[config.mk]
export PLATFORM = sky130hd
export DESIGN_NAME = multi_channel_pwm_with_parity_alignment_flat
export DESIGN_NICKNAME = d
export VERILOG_FILES = /design/src/rtl/core/mcpwm_pkg.sv /design/src/rtl/core/mcpwm_if.sv /design/src/rtl/core/multi_channel_pwm_with_parity_alignment.sv /design/src/flat_wrapper.sv
export SDC_FILE = /design/constraint.sdc
export NUM_CORES = 1
export LEC_CHECK = 0
export BUFFER_PORTS_ARGS = -buffer_cell sky130_fd_sc_hd__buf_4
export CAP_MARGIN = 10
export CORE_ASPECT_RATIO = 1.75
export CORE_MARGIN = 2
export CORE_UTILIZATION = 50
export CTS_BUF_LIST = sky130_fd_sc_hd__clkbuf_2
export DETAILED_ROUTE_END_ITERATION = 12
export PLACE_DENSITY_LB_ADDON = 0.1
export SYNTH_ARGS = -nofsm -noshare
export SYNTH_HDL_FRONTEND = slang
export SYNTH_SLANG_ARGS = --single-unit
[constraint.sdc]
create_clock -name i_clk -period 7.7 [get_ports i_clk]
set_clock_uncertainty 0.15 [all_clocks]
set_input_delay 1.54 -clock i_clk [delete_from_list [all_inputs] [get_ports i_clk]]
set_output_delay 1.54 -clock i_clk [all_outputs]
set_load 0.03 [all_outputs]
[src/rtl/core/mcpwm_pkg.sv]
// shared types and constants for the multi-channel pwm block
// no dependencies; used by the channel interfaces and the top level
package mcpwm_pkg;

    localparam int unsigned CMD_W     = 1;
    localparam int unsigned CH_W      = 3;
    localparam int unsigned TICK_W    = 10;
    localparam int unsigned PIN_W     = 8;

    localparam int unsigned DEFAULT_CHANNELS = 8;

    typedef logic [CMD_W-1:0]  t_cmd;
    typedef logic [CH_W-1:0]   t_chan;
    typedef logic [TICK_W-1:0] t_ticks;
    typedef logic [PIN_W-1:0]  t_pins;

    localparam t_cmd   CMD_TICK     = 1'b0;
    localparam t_cmd   CMD_SET_DUTY = 1'b1;

    localparam t_ticks PERIOD_RESET = 10'd100;

endpackage

[src/rtl/core/mcpwm_if.sv]
// valid/ready channel interfaces for command beats and result beats
// depends on mcpwm_pkg for the payload types
interface mcpwm_cmd_if;
    logic                valid;
    logic                ready;
    mcpwm_pkg::t_cmd     command;
    mcpwm_pkg::t_chan    channel;
    mcpwm_pkg::t_ticks   duty_value;

    modport source (output valid, output command, output channel, output duty_value,
                    input ready);
    modport sink   (input valid, input command, input channel, input duty_value,
                    output ready);
endinterface

interface mcpwm_res_if;
    logic                valid;
    logic                ready;
    mcpwm_pkg::t_pins    pin_levels;
    mcpwm_pkg::t_ticks   tick_position;

    modport source (output valid, output pin_levels, output tick_position, input ready);
    modport sink   (input valid, input pin_levels, input tick_position, output ready);
endinterface

[src/rtl/core/multi_channel_pwm_with_parity_alignment.sv]
// multi-channel pwm with shared period counter, odd channels end-aligned
// the result beat turns valid in the cycle after the command beat is accepted
// throughput: one command beat per cycle while results are taken
// the counter and level registers double as the result register
// reset (sync, active low): counter 0, duties 0, levels low, period 100
// depends on mcpwm_pkg and the interfaces in mcpwm_if.sv
module multi_channel_pwm_with_parity_alignment #(
    parameter int unsigned CHANNELS = mcpwm_pkg::DEFAULT_CHANNELS
) (
    input  logic              i_clk,
    input  logic              i_rst_n,
    input  logic              i_cfg_wr_en,
    input  mcpwm_pkg::t_ticks i_cfg_wr_data,
    mcpwm_cmd_if.sink         i_cmd,
    mcpwm_res_if.source       o_res
);
    import mcpwm_pkg::*;

    // only channels reachable by the channel field are stored
    localparam int unsigned NUM_ADDR = (CHANNELS < PIN_W) ? CHANNELS : PIN_W;

    t_ticks r_period;
    t_ticks r_counter;
    t_ticks n_counter;
    t_pins  r_level;
    t_pins  n_level;
    t_ticks r_duty [NUM_ADDR];
    logic   r_out_valid;

    logic   accept;
    logic   is_tick;
    logic   is_set;
    logic [TICK_W:0] cnt_inc;

    assign i_cmd.ready = !r_out_valid || o_res.ready;
    assign accept      = i_cmd.valid && i_cmd.ready;
    assign is_tick     = accept && (i_cmd.command == CMD_TICK);
    assign is_set      = accept && (i_cmd.command == CMD_SET_DUTY);

    // wrap once the incremented count reaches the period
    always_comb begin
        cnt_inc = {1'b0, r_counter} + 11'd1;
        if (cnt_inc >= {1'b0, r_period}) begin
            n_counter = '0;
        end else begin
            n_counter = cnt_inc[TICK_W-1:0];
        end
    end

    always_comb begin
        n_level = '0;
        for (int i = 0; i < NUM_ADDR; i++) begin
            if (r_duty[i] == '0) begin
                n_level[i] = 1'b0;
            end else if (r_duty[i] >= r_period) begin
                n_level[i] = 1'b1;
            end else if (i % 2 == 1) begin
                // end-aligned pulse for odd channels
                n_level[i] = (n_counter >= (r_period - r_duty[i]));
            end else begin
                n_level[i] = (n_counter < r_duty[i]);
            end
        end
    end

    always_ff @(posedge i_clk) begin
        if (!i_rst_n) begin
            r_period <= PERIOD_RESET;
        end else if (i_cfg_wr_en) begin
            r_period <= i_cfg_wr_data;
        end
    end

    always_ff @(posedge i_clk) begin
        if (!i_rst_n) begin
            r_counter <= '0;
            r_level   <= '0;
        end else if (is_tick) begin
            r_counter <= n_counter;
            r_level   <= n_level;
        end
    end

    always_ff @(posedge i_clk) begin
        if (!i_rst_n) begin
            for (int i = 0; i < NUM_ADDR; i++) begin
                r_duty[i] <= '0;
            end
        end else if (is_set) begin
            for (int i = 0; i < NUM_ADDR; i++) begin
                if (i_cmd.channel == CH_W'(i)) begin
                    r_duty[i] <= i_cmd.duty_value;
                end
            end
        end
    end

    always_ff @(posedge i_clk) begin
        if (!i_rst_n) begin
            r_out_valid <= 1'b0;
        end else if (accept) begin
            r_out_valid <= 1'b1;
        end else if (o_res.ready) begin
            r_out_valid <= 1'b0;
        end
    end

    assign o_res.valid         = r_out_valid;
    assign o_res.pin_levels    = r_level;
    assign o_res.tick_position = r_counter;

    a_beat_gives_result: assert property (@(posedge i_clk) disable iff (!i_rst_n)
        accept |=> o_res.valid)
        else $error("accepted beat produced no result");

    a_set_keeps_time: assert property (@(posedge i_clk) disable iff (!i_rst_n)
        is_set |=> ($stable(r_counter) && $stable(r_level)))
        else $error("set-duty beat changed counter or levels");

    a_counter_in_period: assert property (@(posedge i_clk) disable iff (!i_rst_n)
        is_tick |=> (r_counter == '0 || r_counter < $past(r_period)))
        else $error("counter left the period after a tick");

    a_reset_clears_out: assert property (@(posedge i_clk)
        !i_rst_n |=> !o_res.valid)
        else $error("result valid after reset");

endmodule
[src/flat_wrapper.sv]
// flat-port wrapper written by rule: the top's interface ports become plain ports
module multi_channel_pwm_with_parity_alignment_flat import mcpwm_pkg::*;
#(
    parameter int unsigned CHANNELS = mcpwm_pkg::DEFAULT_CHANNELS
)
  (i_clk, i_rst_n, i_cfg_wr_en, i_cfg_wr_data, i_cmd_valid, i_cmd_command, i_cmd_channel, i_cmd_duty_value, i_cmd_ready, o_res_valid, o_res_pin_levels, o_res_tick_position, o_res_ready);
  mcpwm_cmd_if i_cmd_i ();
  mcpwm_res_if o_res_i ();
  input  logic i_clk;
  input  logic i_rst_n;
  input  logic i_cfg_wr_en;
  input  mcpwm_pkg::t_ticks i_cfg_wr_data;
  input wire logic [$bits(i_cmd_i.valid)-1:0] i_cmd_valid;
  input wire logic [$bits(i_cmd_i.command)-1:0] i_cmd_command;
  input wire logic [$bits(i_cmd_i.channel)-1:0] i_cmd_channel;
  input wire logic [$bits(i_cmd_i.duty_value)-1:0] i_cmd_duty_value;
  output wire logic [$bits(i_cmd_i.ready)-1:0] i_cmd_ready;
  output wire logic [$bits(o_res_i.valid)-1:0] o_res_valid;
  output wire logic [$bits(o_res_i.pin_levels)-1:0] o_res_pin_levels;
  output wire logic [$bits(o_res_i.tick_position)-1:0] o_res_tick_position;
  input wire logic [$bits(o_res_i.ready)-1:0] o_res_ready;
  assign i_cmd_i.valid = i_cmd_valid;
  assign i_cmd_i.command = i_cmd_command;
  assign i_cmd_i.channel = i_cmd_channel;
  assign i_cmd_i.duty_value = i_cmd_duty_value;
  assign i_cmd_ready = i_cmd_i.ready;
  assign o_res_valid = o_res_i.valid;
  assign o_res_pin_levels = o_res_i.pin_levels;
  assign o_res_tick_position = o_res_i.tick_position;
  assign o_res_i.ready = o_res_ready;
  multi_channel_pwm_with_parity_alignment #(.CHANNELS(CHANNELS)) u_core (.i_clk(i_clk), .i_rst_n(i_rst_n), .i_cfg_wr_en(i_cfg_wr_en), .i_cfg_wr_data(i_cfg_wr_data), .i_cmd(i_cmd_i), .o_res(o_res_i));
endmodule
## Yosys cells after proc, flatten, opt, wreduce, memory -nomap -nowiden

Memories as Yosys holds them, arrays and structs flattened.
Cells that the tools add are included.
Widths: inputs -> output; s select.

| cells by class | value |
|---|---|
| bitwise logic cells | 9 |
| $add $sub $neg | 5 |
| order comparisons | 17 |
| equal/unequal tests | 7 |
| muxes and demuxes | 60 |
| reduce and logical (&&, ||, !) cells | 15 |

Operator list:

| cell | count |
|---|---|
| $ge 10x10->1 | 12 |
| $mux 10 | 9 |
| $logic_not 10->1 | 8 |
| $mux 1 | 51 |
| $lt 10x10->1 | 4 |
| $sub 10x10->10 | 4 |
| $eq 3x3->1 const B | 4 |
| $add 10x1->11 const B | 1 |
| $ge 11x10->1 | 1 |
| $or 1x1->1 | 8 |
| $eq 3x2->1 const B | 2 |
| $eq 3x1->1 const B | 1 |
| $logic_and 1x1->1 | 3 |
| $logic_not 3->1 | 1 |
| $reduce_bool 2->1 | 1 |
| $logic_not 1->1 | 1 |
| $logic_or 1x1->1 | 1 |
| $not 1->1 | 1 |

| word-level totals | value |
|---|---|
| memory bits (writable) | 80 |
| bits of input ports | 29 |
| word-level logic and storage cells | 118 |
| memories kept | 1 |
| register bits | 29 |

Memories:

| name | depth | width | rd ports | clocked after Yosys merged registers in | wr ports | RTL line | source |
|---|---|---|---|---|---|---|---|
| u_core.r_duty | 8 | 10 | 8 | 0 | 8 | multi_channel_pwm_with_parity_alignment.sv:27 | `t_ticks r_duty [NUM_ADDR];` |

## Depth between registers and ports, before layout

| depth | value |
|---|---|
| word-level depth | 8 |
| depth in mapped cells | 19 |
| mapped depth without buffers | 18 |

## Least setup slack after synthesis

OpenSTA, ideal clock, no wires.

| timing | value |
|---|---|
| kind | register to register |
| from | register u_core.r_counter[2], in the netlist u_core.o_res.tick_position[2] |
| to | register u_core.r_level[7], in the netlist u_core.o_res.pin_levels[7] |
| arrival | 4.048 ns |
| cell stages (with the launch flop) | 19 |
| clock period less this slack | 4.327 ns |
| required time | 7.421 ns |
| library setup time | 0.129 ns |
| setup slack | 3.373 ns |
| cell sequence | dfxtp_1 -> buf_2 -> nand3_1 -> nor2_1 -> nand3_1 -> xor2_1 -> inv_1 -> ha_1 -> a21oi_1 -> nand2_1 -> a31oi_4 -> o21ai_1 -> nor2_1 -> ha_1 -> and4_1 -> a2111oi_0 -> o21ai_0 -> a22oi_1 -> a31oi_1 |

| on the way | value |
|---|---|
| longest elaborated chain between the ends | 6 |

RTL lines:

| what | RTL line | source |
|---|---|---|
| start, declared | multi_channel_pwm_with_parity_alignment.sv:23 | `t_ticks r_counter;` |
| start signal, assigned | multi_channel_pwm_with_parity_alignment.sv:79 | `r_counter <= n_counter;` |
| $add 10x1->11 * | multi_channel_pwm_with_parity_alignment.sv:42 | `cnt_inc = {1'b0, r_counter} + 11'd1;` |
| $ge 11x10->1 | multi_channel_pwm_with_parity_alignment.sv:43 | `if (cnt_inc >= {1'b0, r_period}) begin` |
| $mux 10 * | multi_channel_pwm_with_parity_alignment.sv:43 |  |
| via u_core.n_counter[5] | multi_channel_pwm_with_parity_alignment.sv:24 | `t_ticks n_counter;` |
| $ge 10x10->1 * | multi_channel_pwm_with_parity_alignment.sv:59 | `n_level[i] = (n_counter >= (r_period - r_duty[i]));` |
| $mux 1 * | multi_channel_pwm_with_parity_alignment.sv:55 | `end else if (r_duty[i] >= r_period) begin` |
| $mux 1 * | multi_channel_pwm_with_parity_alignment.sv:53 | `if (r_duty[i] == '0) begin` |
| end signal, assigned | multi_channel_pwm_with_parity_alignment.sv:80 | `r_level <= n_level;` |
| end, declared | multi_channel_pwm_with_parity_alignment.sv:25 | `t_pins r_level;` |

The timed path passes the listed nets; every way through them passes the cells marked *.
A chain may end at the register's enable or synchronous reset.

## Final worst setup path

Ends and elaborated chain as after synthesis.

==> impl_metrics.env <==
export IMPL_cp_arrival_ns=5.47
export IMPL_critical_path_cell_chain="nand3_1 -> nor2_1 -> nand3_1 -> xor2_1 -> inv_1 -> ha_1 -> a21oi_1 -> nand2_1 -> a31oi_4 -> o21ai_1 -> nor2_1 -> ha_1 -> and4_1 -> a2111oi_0 -> o21ai_0 -> a22oi_1 -> a31oi_1"
export IMPL_slowest_stage="nor2_1"
export IMPL_core_um2=17500
export IMPL_crit_end="u_core.o_res.pin_levels[7]"
export IMPL_grt_usage_pct=28.1
export IMPL_synth_seq_area_share_pct=33.2
export IMPL_worstReg2RegStart="u_core.o_res.tick_position[2]"
export IMPL_gp_congestion=0.941
export IMPL_final_common_cell="ha_1"
export IMPL_post_dp_cell_area_um2=9600
export IMPL_dp_cells=1240
export IMPL_p_clk_share_pct=22.3
export IMPL_ff2ff_setup_slack_ns=2.60
export IMPL_setup_tns_ns=0
export IMPL_die_h_um=181
export IMPL_synthesis_area_um2=9000
export IMPL_fin_nets=1220
export IMPL_crit_required_ns=8.08
export IMPL_final_cells=1257
export IMPL_crit_family="simple AND/OR/NAND/NOR gates"
export IMPL_worstSetupEndpointType="flop"
export IMPL_worstMarginPinSlew_ns=1.08
export IMPL_p_sw_mw=0.467
export IMPL_avgSynthCellArea_um2=9.25
export IMPL_htree_levels=3
export IMPL_status="complete, no violations"
export IMPL_final_cell_mix="167 x ha_1, 122 x inv_1, 112 x nor2_1, 80 x edfxtp_1, 57 x nand2_1"
export IMPL_power_per_cell_area_nw_per_um2=143
export IMPL_fmax_ghz=0.196
export IMPL_max_stage_delay_ns=0.75
export IMPL_cts_buffers=9
export IMPL_clk_root_buffer_cell="clkbuf_2"
export IMPL_p_leak_nw=4.52
export IMPL_wl_per_cell_um=20.8
export IMPL_hold_viol=0
export IMPL_clockBufferDepth=2
export IMPL_drive_gt1_share_pct=8.59
export IMPL_clk_pin_slew_worst_paths_ns=0.32
export IMPL_period_needed_ns=5.10
export IMPL_ys_types=70
export IMPL_synth_cells=973
export IMPL_max_cap_violations=0
export IMPL_rsz0062_at_grt="no"
export IMPL_drt_wl_total_um=26200
export IMPL_grt_pass1_wl_um=40300
export IMPL_synth_flop_cell="edfxtp_1"
export IMPL_drcViolationCount=0
export IMPL_syn_nets=1173
export IMPL_vias=7451
export IMPL_fillers=1652
export IMPL_swShare_pct=33.5
export IMPL_reg2reg_to="u_core.o_res.pin_levels[7]"
export IMPL_slew_viol_final=0
export IMPL_finalSetupViolations=0
export IMPL_combPwrFrac_pct=27.9
export IMPL_rows=64
export IMPL_drt_iter0_markers=314
export IMPL_via_per_inst=5.93
export IMPL_initial_core_util_pct=51.3
export IMPL_pwr_share_seq_pct=49.7
export IMPL_timing_final_crit_share_pct=66.2
export IMPL_stdcell_area_um2=9730
export IMPL_postCtsSetupBuffers=0
export IMPL_overflow=0
export IMPL_drt_pass1_iterations=5
export IMPL_min_path_type="flop to flop"
export IMPL_yosys_warnings=0
export IMPL_rr_worst_depth=17
export IMPL_synth_enable_flop_cells=80
export IMPL_antenna_found_initial=1
export IMPL_dp_final_hpwl_um=20500
export IMPL_synth_seq_cells=109
export IMPL_numPortBuffers=48
export IMPL_ctsHoldBuffers=0
export IMPL_detail_route_antenna_nets=0
export IMPL_startpoint="u_core.o_res.tick_position[2]"
export IMPL_criticalPathCategory="flop to flop"
export IMPL_worstSetupPathDepth=17
export IMPL_pin_count=49
export IMPL_p_int_mw=0.925
export IMPL_grt_max_degree=27
export IMPL_peakVddDrop_v=0.000133
export IMPL_cts_sinks=109
export IMPL_slew_headroom_pct=27.7
export IMPL_clk_latency_ns=0.67
export IMPL_cp_start_kind="flop"
export IMPL_cts_tree="done"
export IMPL_fin_util_pct=55.5
export IMPL_path_max_fanout=9
export IMPL_die_area_um2=19100
export IMPL_die_w_um=105
export IMPL_ctsResizeCount=0
export IMPL_worst_path_buf_inv=1
export IMPL_area_delta_synth_final_pct=8.19
export IMPL_grt_pass1_vias=7448
export IMPL_async_reset_ff_share_pct=0
## power by group through the flow
stage                     clock [mW]  sequential [mW]  combinational, mW
after floorplan                    0            0.695              0.271
after global placement             0            0.704              0.383
after detailed placement           0            0.704              0.386
after CTS                      0.312            0.692              0.389
after global routing           0.331            0.695              0.438
final                          0.311            0.692              0.389
## stage by stage
stage / setup WS (ns) / hold slack (ns) / power, mW
6_report: 2.60 / 0.352 / 1.39
2_1_floorplan: 3.37 / 0.403 / 0.966
3_3_place_gp: 2.96 / 0.324 / 1.09
3_5_place_dp: 2.83 / 0.327 / 1.09
5_1_grt: 2.07 / 0.384 / 1.46
4_1_cts: 2.71 / 0.354 / 1.39
## logic make-up after synthesis
| group | after synthesis | share of synthesized area, % |
|---|---|---|
| XOR/XNOR | 32 | 3.12 |
| AO/OA/AOI/OAI | 206 | 16.1 |
| AND/OR/NAND/NOR | 309 | 16.7 |
| multiplexers | 7 | 0.779 |
| adder cells (fa/ha/maj) | 171 | 24.1 |
| buffers and inverters | 139 | 6.04 |
| flip-flops | 109 | 33.2 |
## worst min path at each step
| stage | from | to | slack (ns) | cells after the start |
|---|---|---|---|---|
| floorplan | u_core.r_period[3] | u_core.r_period[3] | 0.40 | 2 |
| global placement | u_core.o_res.tick_position[1] | u_core.o_res.tick_position[1] | 0.32 | 2 |
| detailed placement | u_core.o_res.tick_position[1] | u_core.o_res.tick_position[1] | 0.33 | 2 |
| CTS | u_core.o_res.tick_position[1] | u_core.o_res.tick_position[1] | 0.35 | 2 |
| global route | u_core.o_res.tick_position[1] | u_core.o_res.tick_position[1] | 0.38 | 2 |
| finish | u_core.o_res.tick_position[1] | u_core.o_res.tick_position[1] | 0.35 | 2 |
## synth_stat cells (all sizes together), types with 8 or more instances
library cell / n / share of area, %
ha: 167 / 23
inv: 123 / 5.1
nor2: 114 / 4.9
edfxtp: 80 / 27
nand2: 57 / 2.4
a21oi: 49 / 2.9
o21ai: 43 / 2.4
dfxtp: 29 / 6.5
nand2b: 23 / 1.7
a21o: 21 / 1.8
nand3: 21 / 1.2
nor3: 21 / 1.2
nor4: 21 / 1.5
nand4: 20 / 1.5
o211ai: 17 / 1.5
xor2: 17 / 1.7
nor2b: 15 / 1.1
xnor2: 15 / 1.5
a31oi: 9 / 0.79
clkbuf: 9 / 0.38
o21a: 9 / 0.75
a2111oi: 8 / 0.99
o2111ai: 8 / 0.78
## layout make-up
type                       count  area (um2)  share of cell area [%]
inverter                     123         462                    4.74
tap                          231         289                    2.97
clock inverter                 6        86.3                   0.887
multi-input combinational    725        5470                    56.2
sequential                   109        2980                    30.6
timing repair buffer          52         390                    4.01
antenna                        1        2.50                  0.0257
clock buffer                  10        50.0                   0.514
## registers in the layout, summed over array words and instances (netlist names)
name	cells
u_core.o_res.pin_levels	8
u_core.o_res.valid	1
u_core.r_duty	80
u_core.r_period	10
u_core.o_res.tick_position	10
## layer usage
| layer | share of wire, % | track usage [%] | vias to the layer above |
|---|---|---|---|
| li1 | - | - | 3633 |
| met1 | 40 | 33.1 | 3546 |
| met2 | 51 | 50.5 | 217 |
| met3 | 4.3 | 2.66 | 55 |
| met4 | 4.6 | 13.3 | 0 |
| met5 | 0 | 0 | - |
## worst min-delay path: cells and delay by family, from the launching register on
family | cells | cell delay (ns)
flops | 1 | 0.41
simple gates | 1 | 0.06
compound gates | 1 | 0.05
(Power assumes the default switching activity.)
